File: src/rtl/usb_can_record_stream_decoder_assert.svh
// Assertion macros used by the top RTL file of the record stream decoder.
`ifndef USB_CAN_RECORD_STREAM_DECODER_ASSERT_SVH
`define USB_CAN_RECORD_STREAM_DECODER_ASSERT_SVH

// Implication checked at every clock edge, reset excluded.
`define UCRD_ASSERT_IMP(label, ante, cons, msg) \
  label: assert property (@(posedge clk) disable iff (!rst_n) (ante) |-> (cons)) \
    else $error(msg);

// Implication whose consequent is checked in the cycle after its antecedent.
`define UCRD_ASSERT_NXT(label, ante, cons, msg) \
  label: assert property (@(posedge clk) disable iff (!rst_n) (ante) |=> (cons)) \
    else $error(msg);

`endif

File: src/rtl/ucrd_pkg.sv
// ----------------------------------------------------------------------------
// ucrd_pkg
// Types and constants of the USB CAN record stream decoder.
// ----------------------------------------------------------------------------
`default_nettype none
package ucrd_pkg;

  typedef enum logic [3:0] {
    PH_IDLE   = 4'd0,
    PH_COUNT  = 4'd1,
    PH_STATUS = 4'd2,
    PH_ID     = 4'd3,
    PH_DSTAMP = 4'd4,
    PH_DATA   = 4'd5,
    PH_FUNC   = 4'd6,
    PH_NUM    = 4'd7,
    PH_SSTAMP = 4'd8,
    PH_SKIP   = 4'd9,
    PH_DONE   = 4'd10
  } phase_t;

  typedef enum logic [1:0] {
    BS_ACTIVE  = 2'd0,
    BS_WARNING = 2'd1,
    BS_PASSIVE = 2'd2,
    BS_OFF     = 2'd3
  } bus_state_t;

  localparam logic [1:0] KIND_DATA      = 2'd0;
  localparam logic [1:0] KIND_STATE     = 2'd1;
  localparam logic [1:0] KIND_OVERFLOW  = 2'd2;
  localparam logic [1:0] KIND_MALFORMED = 2'd3;

  localparam logic       CMD_BYTE    = 1'b0;
  localparam logic       CMD_RESTART = 1'b1;

  localparam int SL_STAMP_BIT  = 7;
  localparam int SL_STATUS_BIT = 6;
  localparam int SL_EXT_BIT    = 5;
  localparam int SL_RTR_BIT    = 4;

  localparam logic [7:0] FN_ERROR   = 8'd1;
  localparam logic [7:0] FN_ANALOG  = 8'd2;
  localparam logic [7:0] FN_BUSLOAD = 8'd3;
  localparam logic [7:0] FN_STAMP   = 8'd4;

  localparam logic [7:0] ERR_WARN     = 8'h04;
  localparam logic [7:0] ERR_PASSIVE  = 8'h08;
  localparam logic [7:0] ERR_BUSOFF   = 8'h10;
  localparam logic [7:0] ERR_OVF_ONLY = 8'h40;
  localparam logic [7:0] ERR_OVF_MASK = 8'h42;

  // one input transaction
  typedef struct packed {
    logic       cmd;
    logic [7:0] in_byte;
    logic       first_byte;
    logic       last_byte;
  } in_item_t;

  // one result transaction
  typedef struct packed {
    logic [1:0]  result_kind;
    logic [28:0] frame_id;
    logic        extended;
    logic        remote;
    logic [3:0]  length_code;
    logic [63:0] payload;
    logic [15:0] stamp;
    logic        stamp_valid;
    logic [1:0]  bus_condition;
  } out_item_t;

  // error machine outcome
  typedef struct packed {
    logic       emit;
    logic [1:0] kind;
    bus_state_t bus_nxt;
  } err_res_t;

endpackage
`default_nettype wire

File: src/rtl/ucrd_stream_if.sv
// ----------------------------------------------------------------------------
// ucrd_stream_if
// Valid/ready channel carrying one payload per transaction.
// ----------------------------------------------------------------------------
`default_nettype none
interface ucrd_stream_if #(parameter type T = logic);
  logic valid;
  logic ready;
  T     data;
  modport source (output valid, output data, input ready);
  modport sink (input valid, input data, output ready);
endinterface
`default_nettype wire

File: src/rtl/ucrd_err_fsm.sv
// ----------------------------------------------------------------------------
// ucrd_err_fsm
// Bus error state decision for one status record of the error function.
// ----------------------------------------------------------------------------
`default_nettype none
module ucrd_err_fsm (
  input  wire logic [7:0]          num,
  input  wire logic                ref_seen,
  input  wire ucrd_pkg::bus_state_t cur,
  output ucrd_pkg::err_res_t       res
);
  ucrd_pkg::bus_state_t nxt;
  logic ovf;
  logic to_active;
  logic ignore;

  // next bus state
  always_comb begin
    nxt = cur;
    ovf = 1'b0;
    to_active = 1'b0;
    ignore = (num == ucrd_pkg::ERR_OVF_ONLY) && !ref_seen;
    unique case (cur)
      ucrd_pkg::BS_ACTIVE, ucrd_pkg::BS_WARNING: begin
        if (cur == ucrd_pkg::BS_ACTIVE && (num & ucrd_pkg::ERR_WARN) != 8'd0)
          nxt = ucrd_pkg::BS_WARNING;
        else if ((num & ucrd_pkg::ERR_PASSIVE) != 8'd0) nxt = ucrd_pkg::BS_PASSIVE;
        else if ((num & ucrd_pkg::ERR_BUSOFF) != 8'd0) nxt = ucrd_pkg::BS_OFF;
        else if ((num & ucrd_pkg::ERR_OVF_MASK) != 8'd0) ovf = 1'b1;
        else if ((num & ucrd_pkg::ERR_WARN) == 8'd0) to_active = 1'b1;
      end
      ucrd_pkg::BS_PASSIVE: begin
        if ((num & ucrd_pkg::ERR_BUSOFF) != 8'd0) nxt = ucrd_pkg::BS_OFF;
        else if ((num & ucrd_pkg::ERR_WARN) != 8'd0) nxt = ucrd_pkg::BS_WARNING;
        else if ((num & ucrd_pkg::ERR_OVF_MASK) != 8'd0) ovf = 1'b1;
        else if ((num & ucrd_pkg::ERR_PASSIVE) == 8'd0) to_active = 1'b1;
      end
      default: ;
    endcase
  end

  // outcome
  always_comb begin
    res.emit = 1'b0;
    res.kind = ucrd_pkg::KIND_STATE;
    res.bus_nxt = cur;
    if (!ignore) begin
      if (to_active) begin
        res.bus_nxt = ucrd_pkg::BS_ACTIVE;
      end else if (ovf) begin
        res.emit = 1'b1;
        res.kind = ucrd_pkg::KIND_OVERFLOW;
      end else if (nxt != cur) begin
        res.emit = 1'b1;
        res.bus_nxt = nxt;
      end
    end
  end
endmodule
`default_nettype wire

File: src/rtl/usb_can_record_stream_decoder.sv
// ----------------------------------------------------------------------------
// usb_can_record_stream_decoder
// Byte-serial parser of adapter packets into CAN frame and error results.
// ----------------------------------------------------------------------------
//  channel | dir | payload
//  in      | in  | cmd, in_byte, first_byte, last_byte
//  out     | out | result_kind .. bus_condition
//
//  One byte per cycle while input is not stalled; the parse state updates in the cycle the byte is taken.
//  A result sits in the output register in the cycle after the byte that completes it.
//  A new byte is taken while a result waits as long as the register is free
//  or being emptied in that cycle; otherwise input stalls.
//  Reset (rst_n low, synchronous) returns to the idle phase and bus active.
`default_nettype none
`include "usb_can_record_stream_decoder_assert.svh"
module usb_can_record_stream_decoder #(
  parameter int MAX_DATA_BYTES = 8
) (
  input wire logic clk,
  input wire logic rst_n,
  ucrd_stream_if.sink   in_ch,
  ucrd_stream_if.source out_ch
);
  localparam int CW = $clog2(MAX_DATA_BYTES);

  ucrd_pkg::phase_t     phase_r, phase_nxt;
  ucrd_pkg::bus_state_t bus_r, bus_nxt;
  logic [3:0]  fbc_r, fbc_nxt, skip_r, skip_nxt;
  logic [7:0]  tot_r, tot_nxt, ridx_r, ridx_nxt, didx_r, didx_nxt;
  logic [7:0]  sl_r, sl_nxt, fn_r, fn_nxt, num_r, num_nxt, prev_r, prev_nxt;
  logic [15:0] st_r, st_nxt;
  logic [31:0] id_r, id_nxt;
  logic [63:0] pay_r, pay_nxt;
  logic        ref_r, ref_nxt;
  logic        ov_r;
  ucrd_pkg::out_item_t res_r, res_c;
  logic        have_c;

  ucrd_pkg::in_item_t it;
  logic acc, b_first;
  logic [7:0] b;
  logic [7:0] err_num;
  ucrd_pkg::err_res_t er;
  logic [3:0] slen;

  assign it  = in_ch.data;
  assign b   = it.in_byte;
  assign acc = in_ch.valid && in_ch.ready;
  assign in_ch.ready  = !ov_r || out_ch.ready;
  assign out_ch.valid = ov_r;
  assign out_ch.data  = res_r;
  assign slen = sl_r[3:0];

  // error number byte: the current byte when the body runs on the number byte
  assign err_num = (phase_r == ucrd_pkg::PH_NUM) ? b : num_r;

  ucrd_err_fsm u_err (.num(err_num), .ref_seen(ref_r), .cur(bus_r), .res(er));

  // parse step
  always_comb begin
    logic [15:0] stmp;
    logic        sdone, short_pkt, do_body, do_fin, do_next;
    logic [3:0]  skip_v, clen;
    logic [7:0]  ridx_inc;
    stmp = st_r; sdone = 1'b0; short_pkt = 1'b0; do_body = 1'b0;
    do_fin = 1'b0; do_next = 1'b0; skip_v = slen; clen = 4'd0; ridx_inc = 8'd0;
    phase_nxt = phase_r; bus_nxt = bus_r; fbc_nxt = fbc_r; skip_nxt = skip_r;
    tot_nxt = tot_r; ridx_nxt = ridx_r; didx_nxt = didx_r; sl_nxt = sl_r;
    fn_nxt = fn_r; num_nxt = num_r; prev_nxt = prev_r; st_nxt = st_r;
    id_nxt = id_r; pay_nxt = pay_r; ref_nxt = ref_r;
    have_c = 1'b0; res_c = '0;
    b_first = 1'b0;
    if (it.cmd == ucrd_pkg::CMD_RESTART) begin
      bus_nxt = ucrd_pkg::BS_ACTIVE;
    end else begin
      if (it.first_byte) begin
        phase_nxt = ucrd_pkg::PH_COUNT; fbc_nxt = '0; skip_nxt = '0;
        tot_nxt = '0; ridx_nxt = '0; didx_nxt = '0; st_nxt = '0; prev_nxt = '0;
        id_nxt = '0; pay_nxt = '0; short_pkt = 1'b1;
      end else begin
        case (phase_r)
          ucrd_pkg::PH_COUNT: begin
            tot_nxt = b; ridx_nxt = '0; didx_nxt = '0;
            phase_nxt = (b != 8'd0) ? ucrd_pkg::PH_STATUS : ucrd_pkg::PH_DONE;
            short_pkt = 1'b1;
          end
          ucrd_pkg::PH_STATUS: begin
            sl_nxt = b; fbc_nxt = '0; id_nxt = '0;
            phase_nxt = b[ucrd_pkg::SL_STATUS_BIT] ? ucrd_pkg::PH_FUNC : ucrd_pkg::PH_ID;
          end
          ucrd_pkg::PH_ID: begin
            id_nxt = id_r | ({24'd0, b} << {fbc_r[1:0], 3'd0});
            fbc_nxt = fbc_r + 4'd1;
            if (fbc_nxt >= (sl_r[ucrd_pkg::SL_EXT_BIT] ? 4'd4 : 4'd2)) begin
              fbc_nxt = '0; pay_nxt = '0; phase_nxt = ucrd_pkg::PH_DSTAMP;
            end
          end
          ucrd_pkg::PH_FUNC: begin
            fn_nxt = b; phase_nxt = ucrd_pkg::PH_NUM;
          end
          ucrd_pkg::PH_NUM: begin
            num_nxt = b; fbc_nxt = '0;
            if (sl_r[ucrd_pkg::SL_STAMP_BIT]) phase_nxt = ucrd_pkg::PH_SSTAMP;
            else do_body = 1'b1;
          end
          ucrd_pkg::PH_DSTAMP, ucrd_pkg::PH_SSTAMP: begin
            b_first = (phase_r == ucrd_pkg::PH_DSTAMP) ? (didx_r == 8'd0)
                                                      : (ridx_r == 8'd0);
            if (b_first) begin
              if (fbc_r == 4'd0) begin
                pay_nxt = {56'd0, b}; fbc_nxt = 4'd1;
              end else begin
                stmp = {b, pay_r[7:0]}; st_nxt = stmp; prev_nxt = pay_r[7:0];
                fbc_nxt = '0; sdone = 1'b1;
              end
            end else begin
              stmp = (b < prev_r) ? st_r + 16'h0100 : st_r;
              stmp = {stmp[15:8], b}; st_nxt = stmp; prev_nxt = b; sdone = 1'b1;
            end
            if (sdone) begin
              if (phase_r == ucrd_pkg::PH_SSTAMP) begin
                do_body = 1'b1;
              end else begin
                pay_nxt = '0; fbc_nxt = '0;
                if (sl_r[ucrd_pkg::SL_RTR_BIT] || slen == 4'd0) do_fin = 1'b1;
                else phase_nxt = ucrd_pkg::PH_DATA;
              end
            end
          end
          ucrd_pkg::PH_DATA: begin
            if (fbc_r < 4'(MAX_DATA_BYTES))
              pay_nxt = pay_r | ({56'd0, b} << {fbc_r[CW-1:0], 3'd0});
            fbc_nxt = fbc_r + 4'd1;
            if (fbc_nxt == slen) do_fin = 1'b1;
          end
          ucrd_pkg::PH_SKIP: begin
            if (fn_r == ucrd_pkg::FN_STAMP && skip_r >= 4'd2) begin
              if (fbc_r == 4'd0) pay_nxt = {56'd0, b};
              else if (fbc_r == 4'd1) st_nxt = {b, pay_r[7:0]};
            end
            fbc_nxt = fbc_r + 4'd1;
            if (fbc_nxt == skip_r) do_next = 1'b1;
          end
          default: ;
        endcase
        // status record body
        if (do_body) begin
          case (fn_r)
            ucrd_pkg::FN_ERROR: begin
              bus_nxt = er.bus_nxt;
              if (er.emit) begin
                have_c = 1'b1;
                res_c.result_kind = er.kind;
                res_c.stamp_valid = sl_r[ucrd_pkg::SL_STAMP_BIT];
                res_c.stamp = sl_r[ucrd_pkg::SL_STAMP_BIT] ? stmp : 16'd0;
              end
            end
            ucrd_pkg::FN_ANALOG:  skip_v = 4'd2;
            ucrd_pkg::FN_BUSLOAD: skip_v = 4'd1;
            ucrd_pkg::FN_STAMP:   ref_nxt = 1'b1;
            default: ;
          endcase
          skip_nxt = skip_v; fbc_nxt = '0; pay_nxt = '0;
          if (skip_v == 4'd0) do_next = 1'b1;
          else phase_nxt = ucrd_pkg::PH_SKIP;
        end
        // data frame completion
        if (do_fin) begin
          clen = (slen > 4'(MAX_DATA_BYTES)) ? 4'(MAX_DATA_BYTES) : slen;
          have_c = 1'b1;
          res_c.result_kind = ucrd_pkg::KIND_DATA;
          res_c.extended = sl_r[ucrd_pkg::SL_EXT_BIT];
          res_c.remote = sl_r[ucrd_pkg::SL_RTR_BIT];
          res_c.frame_id = sl_r[ucrd_pkg::SL_EXT_BIT] ? id_nxt[31:3]
                                                      : {18'd0, id_nxt[15:5]};
          res_c.length_code = clen;
          res_c.payload = sl_r[ucrd_pkg::SL_RTR_BIT] ? 64'd0 : pay_nxt;
          res_c.stamp = stmp;
          res_c.stamp_valid = 1'b1;
          didx_nxt = didx_r + 8'd1;
          do_next = 1'b1;
        end
        if (do_next) begin
          ridx_inc = ridx_r + 8'd1;
          ridx_nxt = ridx_inc;
          phase_nxt = (ridx_inc == tot_r) ? ucrd_pkg::PH_DONE : ucrd_pkg::PH_STATUS;
        end
      end
      // end of packet
      if (it.last_byte) begin
        if (!have_c && phase_nxt != ucrd_pkg::PH_IDLE &&
            (short_pkt || phase_nxt != ucrd_pkg::PH_DONE)) begin
          have_c = 1'b1;
          res_c = '0;
          res_c.result_kind = ucrd_pkg::KIND_MALFORMED;
        end
        phase_nxt = ucrd_pkg::PH_IDLE;
      end
    end
    res_c.bus_condition = bus_nxt;
  end

  // state registers
  always_ff @(posedge clk) begin
    if (!rst_n) begin
      phase_r <= ucrd_pkg::PH_IDLE; bus_r <= ucrd_pkg::BS_ACTIVE;
      fbc_r <= '0; skip_r <= '0; tot_r <= '0; ridx_r <= '0; didx_r <= '0;
      sl_r <= '0; fn_r <= '0; num_r <= '0; prev_r <= '0; st_r <= '0;
      id_r <= '0; pay_r <= '0; ref_r <= 1'b0;
    end else if (acc) begin
      phase_r <= phase_nxt; bus_r <= bus_nxt; fbc_r <= fbc_nxt; skip_r <= skip_nxt;
      tot_r <= tot_nxt; ridx_r <= ridx_nxt; didx_r <= didx_nxt; sl_r <= sl_nxt;
      fn_r <= fn_nxt; num_r <= num_nxt; prev_r <= prev_nxt; st_r <= st_nxt;
      id_r <= id_nxt; pay_r <= pay_nxt; ref_r <= ref_nxt;
    end
  end

  // result register
  always_ff @(posedge clk) begin
    if (!rst_n) begin
      ov_r <= 1'b0;
    end else if (acc && have_c) begin
      ov_r <= 1'b1;
    end else if (out_ch.ready) begin
      ov_r <= 1'b0;
    end
  end

  always_ff @(posedge clk) begin
    if (acc && have_c) res_r <= res_c;
  end

  `UCRD_ASSERT_IMP(a_stall_hold, ov_r && !out_ch.ready, !in_ch.ready, "input taken over full result")
  `UCRD_ASSERT_NXT(a_res_loaded, acc && have_c, ov_r, "result lost")
  `UCRD_ASSERT_NXT(a_restart, acc && it.cmd == ucrd_pkg::CMD_RESTART, bus_r == ucrd_pkg::BS_ACTIVE, "restart ignored")
  `UCRD_ASSERT_NXT(a_last_idle, acc && it.cmd == ucrd_pkg::CMD_BYTE && it.last_byte, phase_r == ucrd_pkg::PH_IDLE, "packet not closed")
endmodule
`default_nettype wire
File: src/flat_wrapper.sv
// flat-port wrapper written by rule: the top's interface ports become plain ports
module usb_can_record_stream_decoder_flat 
#(
  parameter int MAX_DATA_BYTES = 8
)
  (clk, rst_n, in_ch_valid, in_ch_data, in_ch_ready, out_ch_valid, out_ch_data, out_ch_ready);
  ucrd_stream_if in_ch_i ();
  ucrd_stream_if out_ch_i ();
  input wire logic clk;
  input wire logic rst_n;
  input wire logic [$bits(in_ch_i.valid)-1:0] in_ch_valid;
  input wire logic [$bits(in_ch_i.data)-1:0] in_ch_data;
  output wire logic [$bits(in_ch_i.ready)-1:0] in_ch_ready;
  output wire logic [$bits(out_ch_i.valid)-1:0] out_ch_valid;
  output wire logic [$bits(out_ch_i.data)-1:0] out_ch_data;
  input wire logic [$bits(out_ch_i.ready)-1:0] out_ch_ready;
  assign in_ch_i.valid = in_ch_valid;
  assign in_ch_i.data = in_ch_data;
  assign in_ch_ready = in_ch_i.ready;
  assign out_ch_valid = out_ch_i.valid;
  assign out_ch_data = out_ch_i.data;
  assign out_ch_i.ready = out_ch_ready;
  usb_can_record_stream_decoder #(.MAX_DATA_BYTES(MAX_DATA_BYTES)) u_core (.clk(clk), .rst_n(rst_n), .in_ch(in_ch_i), .out_ch(out_ch_i));
endmodule
File: config.mk
export PLATFORM = sky130hd
export DESIGN_NAME = usb_can_record_stream_decoder_flat
export DESIGN_NICKNAME = d
export VERILOG_FILES = /design/src/rtl/ucrd_pkg.sv /design/src/rtl/ucrd_stream_if.sv /design/src/rtl/ucrd_err_fsm.sv /design/src/rtl/usb_can_record_stream_decoder.sv /design/src/flat_wrapper.sv
export VERILOG_INCLUDE_DIRS = /design/src /design/src/rtl
export SDC_FILE = /design/constraint.sdc
export NUM_CORES = 1
export LEC_CHECK = 0
export ABC_CLOCK_PERIOD_IN_PS = 2500
export BUFFER_PORTS_ARGS = -buffer_cell sky130_fd_sc_hd__buf_2
export CAP_MARGIN = 20
export CORE_ASPECT_RATIO = 2
export CORE_MARGIN = 2
export CORE_UTILIZATION = 42
export DETAILED_ROUTE_END_ITERATION = 8
export PLACE_DENSITY = 0.64
export SYNTH_ARGS = -nofsm -noshare
export SYNTH_HDL_FRONTEND = slang
export SYNTH_SLANG_ARGS = --single-unit
File: constraint.sdc
create_clock -name clk -period 2.5 [get_ports clk]
set_input_delay 0.125 -clock clk [delete_from_list [all_inputs] [get_ports clk]]
set_output_delay 0.125 -clock clk [all_outputs]
set_load 0.1 [all_outputs]
; Word-level counts from Yosys, hierarchy flattened
; Index checks and enable logic that the tools add are counted.
[op_classes]
addsub = 3
magnitude_cmp = 1
n_eq_ne = 11
muxes = 40
reduce_logical = 26
[op_table]
columns = cell, count
row1 = 4-bit two-way mux, 12
row2 = 4-bit case mux with 4 select lines, 2
row3 = 8-bit logical NOT, 3
row4 = 8-bit two-way mux, 3
row5 = 1-bit two-way mux, 21
row6 = "8-bit by 1-bit adder with 8-bit output, second input constant", 2
row7 = "4-bit by 3-bit equality test with 1-bit output, second input constant", 4
row8 = 4-bit logical NOT, 3
row9 = "4-bit by 2-bit equality test with 1-bit output, second input constant", 2
row10 = "4-bit equality test, second input constant", 2
row11 = 2-bit AND reduction, 4
row12 = 2-bit nonzero test, 3
row13 = 2-bit OR reduction, 3
row14 = 5-bit nonzero test, 1
row15 = "4-bit by 1-bit adder with 4-bit output, second input constant", 1
row16 = "4-bit by 1-bit equality test with 1-bit output, second input constant", 1
row17 = 4-bit equality test, 1
row18 = "4-bit by 2-bit greater-or-equal comparator with 1-bit output, second input constant", 1
row19 = 1-bit logical AND, 4
row20 = "4-bit inequality test, second input constant", 1
row21 = 1-bit case mux with 2 select lines, 2
row22 = 4-bit nonzero test, 1
row23 = 1-bit logical NOT, 2
row24 = 1-bit logical OR, 2
[totals]
register_bits = 29
in_bits = 5
out_inout_bits = 3

; Longest topological paths before layout
[logic_depth]
ltp_word = 19
depth_mapped = 8
mapped_depth_nobuf = 8

; Worst setup path before layout
; OpenSTA, ideal clock, no wires.
[synth_timing]
path_type = register to register
start = reg u_core.ov_r (netlist: u_core.out_ch.valid)
end = reg u_core.didx_r[7]
setup_ns = 0.072
t_arrival_ns = 3.069
required_ns = 2.428
setup_slack_ns = -0.641
stages_incl_launch_ff = 8
path_buffers = 1
period_less_slack_ns = 3.141
path_cell_list = dfxtp_1 nand2b_1 clkbuf_1 nand3_1 nor2_2 o2111ai_2 or3_1 a21oi_1
[synth_between]
elab_chain_len = 4
[synth_lines]
columns = element, line_no
row1 = "start, declared", usb_can_record_stream_decoder.sv:35  ; logic ov_r;
row2 = "start signal, assigned", usb_can_record_stream_decoder.sv:221  ; ov_r <= 1'b0;
row3 = "start signal, assigned", usb_can_record_stream_decoder.sv:223  ; ov_r <= 1'b1;
row4 = "start signal, assigned", usb_can_record_stream_decoder.sv:225  ; ov_r <= 1'b0;
row5 = 1-bit logical NOT, usb_can_record_stream_decoder.sv:49  ; assign in_ch.ready = !ov_r || out_ch.ready;
row6 = 1-bit logical OR, usb_can_record_stream_decoder.sv:49
row7 = net in_ch_ready, flat_wrapper.sv:13  ; output wire logic [$bits(in_ch_i.ready)-1:0] in_ch_ready;
row8 = 1-bit logical AND, usb_can_record_stream_decoder.sv:48  ; assign acc = in_ch.valid && in_ch.ready;
row9 = 2-bit AND reduction (no source line), n/a
row10 = "end signal, assigned", usb_can_record_stream_decoder.sv:212  ; tot_r <= tot_nxt; ridx_r <= ridx_nxt; didx_r <= didx_nxt; sl_r <= sl_nxt;
row11 = "end, declared", usb_can_record_stream_decoder.sv:29  ; logic [7:0] tot_r, tot_nxt, ridx_r, ridx_nxt, didx_r, didx_nxt;
; The timed path passes the listed nets, and every way through them passes these cells.
; A chain may end at the register's enable or synchronous reset.

; Final worst setup path
[layout_timing]
start = reg u_core.fbc_r[0]
end = reg u_core.didx_r[7]
[layout_between]
elab_chain_len = 8
word_cells_on_any_way = 12
classes_between = add/sub: 1 / mux: 7 / reduce/logical: 4
[layout_lines]
columns = element, line_no
row1 = "start, declared", usb_can_record_stream_decoder.sv:28  ; logic [3:0] fbc_r, fbc_nxt, skip_r, skip_nxt;
row2 = "start signal, assigned", usb_can_record_stream_decoder.sv:211  ; phase_r <= phase_nxt; bus_r <= bus_nxt; fbc_r <= fbc_nxt; skip_r <= skip_nxt;
row3 = "parallel branches: the longest is 5 deep, another holds 4-bit by 1-bit adder with 4-bit output", n/a
row4 = 1-bit case mux with 2 select lines *, usb_can_record_stream_decoder.sv:81  ; case (phase_r)
row5 = 2-bit nonzero test (no source line), n/a
row6 = 2-bit AND reduction (no source line), n/a
; Mark *: on every way between the ends. The select of a mux whose other input is x is not followed.

==> out/metrics.yaml <==
core_area_um2: 4250
power_frac_comb_pct: 4.8
drtIter0Drc: 51
synth_top_area_share_pct: 27.3
cts_sinks: 25
place_congestion: 0.875
syn_area_per_cell_um2: 8.26
dp_cells: 273
cap_violations: 0
regToRegSetupSlack_ps: 220
critPathRequiredTime_ps: 2700
grt_pass1_wl_um: 7450
synth_common_cells: "25 x dfxtp_1, 19 x nor2_1, 13 x nand2_1, 11 x o21ai_0, 10 x clkbuf_1"
arrival_ps: 2480
r2r_cells: 8
p_leak_nw: 0.739
synth.distinct_cells: 66
avgViaCountPerCell: 6.08
pin_count: 8
fmax_ghz: 0.439
powerDensity_nw_per_um2: 339
status: "finished, final reports clean"
finalHoldViolations: 0
yosysWarnings: 0
wire_per_inst_um: 15.3
async_reset_ff_share_pct: 0
num_vias: 1696
ys_seq_area_share_pct: 27.3
place.port_buffers: 6
grt.total_usage_pct: 18.9
seq_power_share_pct: 59.6
fin_setup_tns_ps: 0
period_share_pct: 91.1
highest_layer: "met4"
seqCellArea_um2: 500
worstHoldPathCells: 2
dr_wl_met3_um: 130
clkSlewWorstSetupHoldPaths_ps: 80
grt_overflow: 0
postCtsHoldBufs: 0
cp-start-kind: "register"
dieArea_um2: 4940
hp-class: "input pin to register"
fillCellCount: 430
worstSetupPathType: "register to register"
diodes: 0
start_util_pct: 43.1
ys.flop_type: "dfxtp_1"
stdcell_area_um2: 1970
area.growth.synth_to_final_pct: 7.37
antenna_found_initial: 0
slew_viol_final: 0
period_needed_ps: 2280
crit_path_max_fanout: 8
yosysMostFrequentCell: "dfxtp_1"
rows: 34
totalWireLength_um: 4280
power_switching_w: 0.000148
drc: 0
cts_buffers: 3
grt_pass1_vias: 1640
cts.htree.levels: 1
finalSetupViolCount: 0
pwr-share-clk_pct: 35.5
synth_edf_count: 0
yosys.area.top_type: "dfxtp_1"
synthCells: 222
nets: 240
clock_latency_ps: 260
syn-cell-area_um2: 1830
crit_path_end_kind: "register"
final_layout_size_suffix_gt1_share_pct: 14.7
grt_max_degree: 16
hpwl_um: 3230
ir_drop_mv: 0.330
met2_length_um: 2130
cts_buffer_depth: 2
m1WireLength_um: 1890
synth_seq_cells: 25
die_height_um: 97.5
dr.pass1.iters: 4
fp.dieW_um: 50.7
postSynthNetCount: 236
dpl-instance-area_um2: 1910
switching_share_pct: 22.2
internal_power_w: 0.000519
clockRootBuffer: "clkbuf_8"
multi_input_area_um2: 1240
drtAntennaViolNets: 0
layout.cells.non_filler: 279
fin_skew_ps: 3.53
rsz0062_at_grt: "false"
synthTopCellsByArea: "dfxtp_1 27%, ha_1 6.1%, nor2_1 3.9%"
tritoncts: "built"
[layout by cell type, fill, tap and decap left out, types with 3 or more instances in the layout]
cell type  netlist  final
dfxtp_1         25     25
nor2_1          19     19
nand2_1         13     13
o21ai_0         11     11
inv_1            9      9
nor3_1           9      9
a21oi_1          9      9
ha_1             9      9
nand3_1          7      7
and3_1           7      7
buf_4            2      7
buf_2            1      6
xnor2_1          5      5
or3_1            4      4
a211oi_1         4      4
nor2b_1          4      4
nand4_1          4      4
xor2_1           4      4
o2111ai_1        3      3
a31oi_1          3      3
a22o_1           3      3
clkbuf_8         0      3
[cells by family after synthesis]
logic type,count (synthesis),share of synthesized area [%]
xor gates and xnor gates,9,4.30
adders and majority gates,9,6.14
DFF,25,27.3
buffers and inverters,24,5.39
muxes,1,0.614
other,1,0.204
AOI/OAI and AO/OA,66,29.4
and+or+nand+nor,87,26.7
[power by group through the flow]
stage | combinational [W] | sequential (W) | clock, W
floorplan | 0.0000209 | 0.000407 | 0
global route | 0.0000349 | 0.000398 | 0.000264
finish | 0.0000322 | 0.000398 | 0.000237
global placement | 0.0000314 | 0.000407 | 0
CTS | 0.0000320 | 0.000398 | 0.000248
detailed placement | 0.0000320 | 0.000407 | 0
[routing by layer]
layer,GRT usage [%],up-vias
met5,0,-
met4,8.32,0
met3,2.77,12
met2,31.0,38
met1,24.1,806
li1,-,840
[path summary, 6_finish.rpt]
path / endpoint / start
setup reg to reg: u_core.didx_r[7]$_SDFFE_PN0P_ / u_core.fbc_r[0]$_SDFFE_PN0P_
hold reg to reg: u_core.didx_r[7]$_SDFFE_PN0P_ / u_core.didx_r[7]$_SDFFE_PN0P_
hold / removal: u_core.out_ch.valid$_SDFFE_PN0P_ / rst_n
setup / recovery: u_core.didx_r[7]$_SDFFE_PN0P_ / u_core.fbc_r[0]$_SDFFE_PN0P_
[critical path: stages, from the launching register on]
cell and delay [ps]:
dfxtp_1 470, inv_1 100, ha_1 200, nor3b_1 160, and4b_1 260, a211oi_4 340, o2111ai_2 170, or3_1 370
a21oi_1 150
[layout make-up]
type	count	area share [%]
Timing Repair Buffer	13	4.19
Sequential cell	25	25.4
Tap cell	54	3.43
Multi-Input combinational cell	173	62.8
Inverter	10	1.91
Clock buffer	4	2.29
[metrics by stage]
step | util (%) | worst slack (ps) | hold WS, ps | power [W]
floorplan | - | 114 | 332 | 0.000428
global placement | 44.9 | 213 | 467 | 0.000439
detailed placement | 44.9 | 136 | 491 | 0.000439
CTS | 45.9 | 119 | 206 | 0.000678
global route | 46.3 | 67.9 | 210 | 0.000697
finish | 46.3 | 223 | 221 | 0.000667
[registers in the layout, indices dropped and copies added, names as in the netlist]
register / cells
u_core.didx_r: 8
u_core.phase_r: 4
u_core.out_ch.valid: 1
u_core.ridx_r: 8
u_core.fbc_r: 4
[timing repair]
action / CTS / global route
resized for setup: 0 / 1
hold endpoints to repair: 0 / 0
endpoints found under the setup margin: 0 / 3
buffers inserted: 0 / 2
Note: power is estimated with default switching activity, not from simulation.
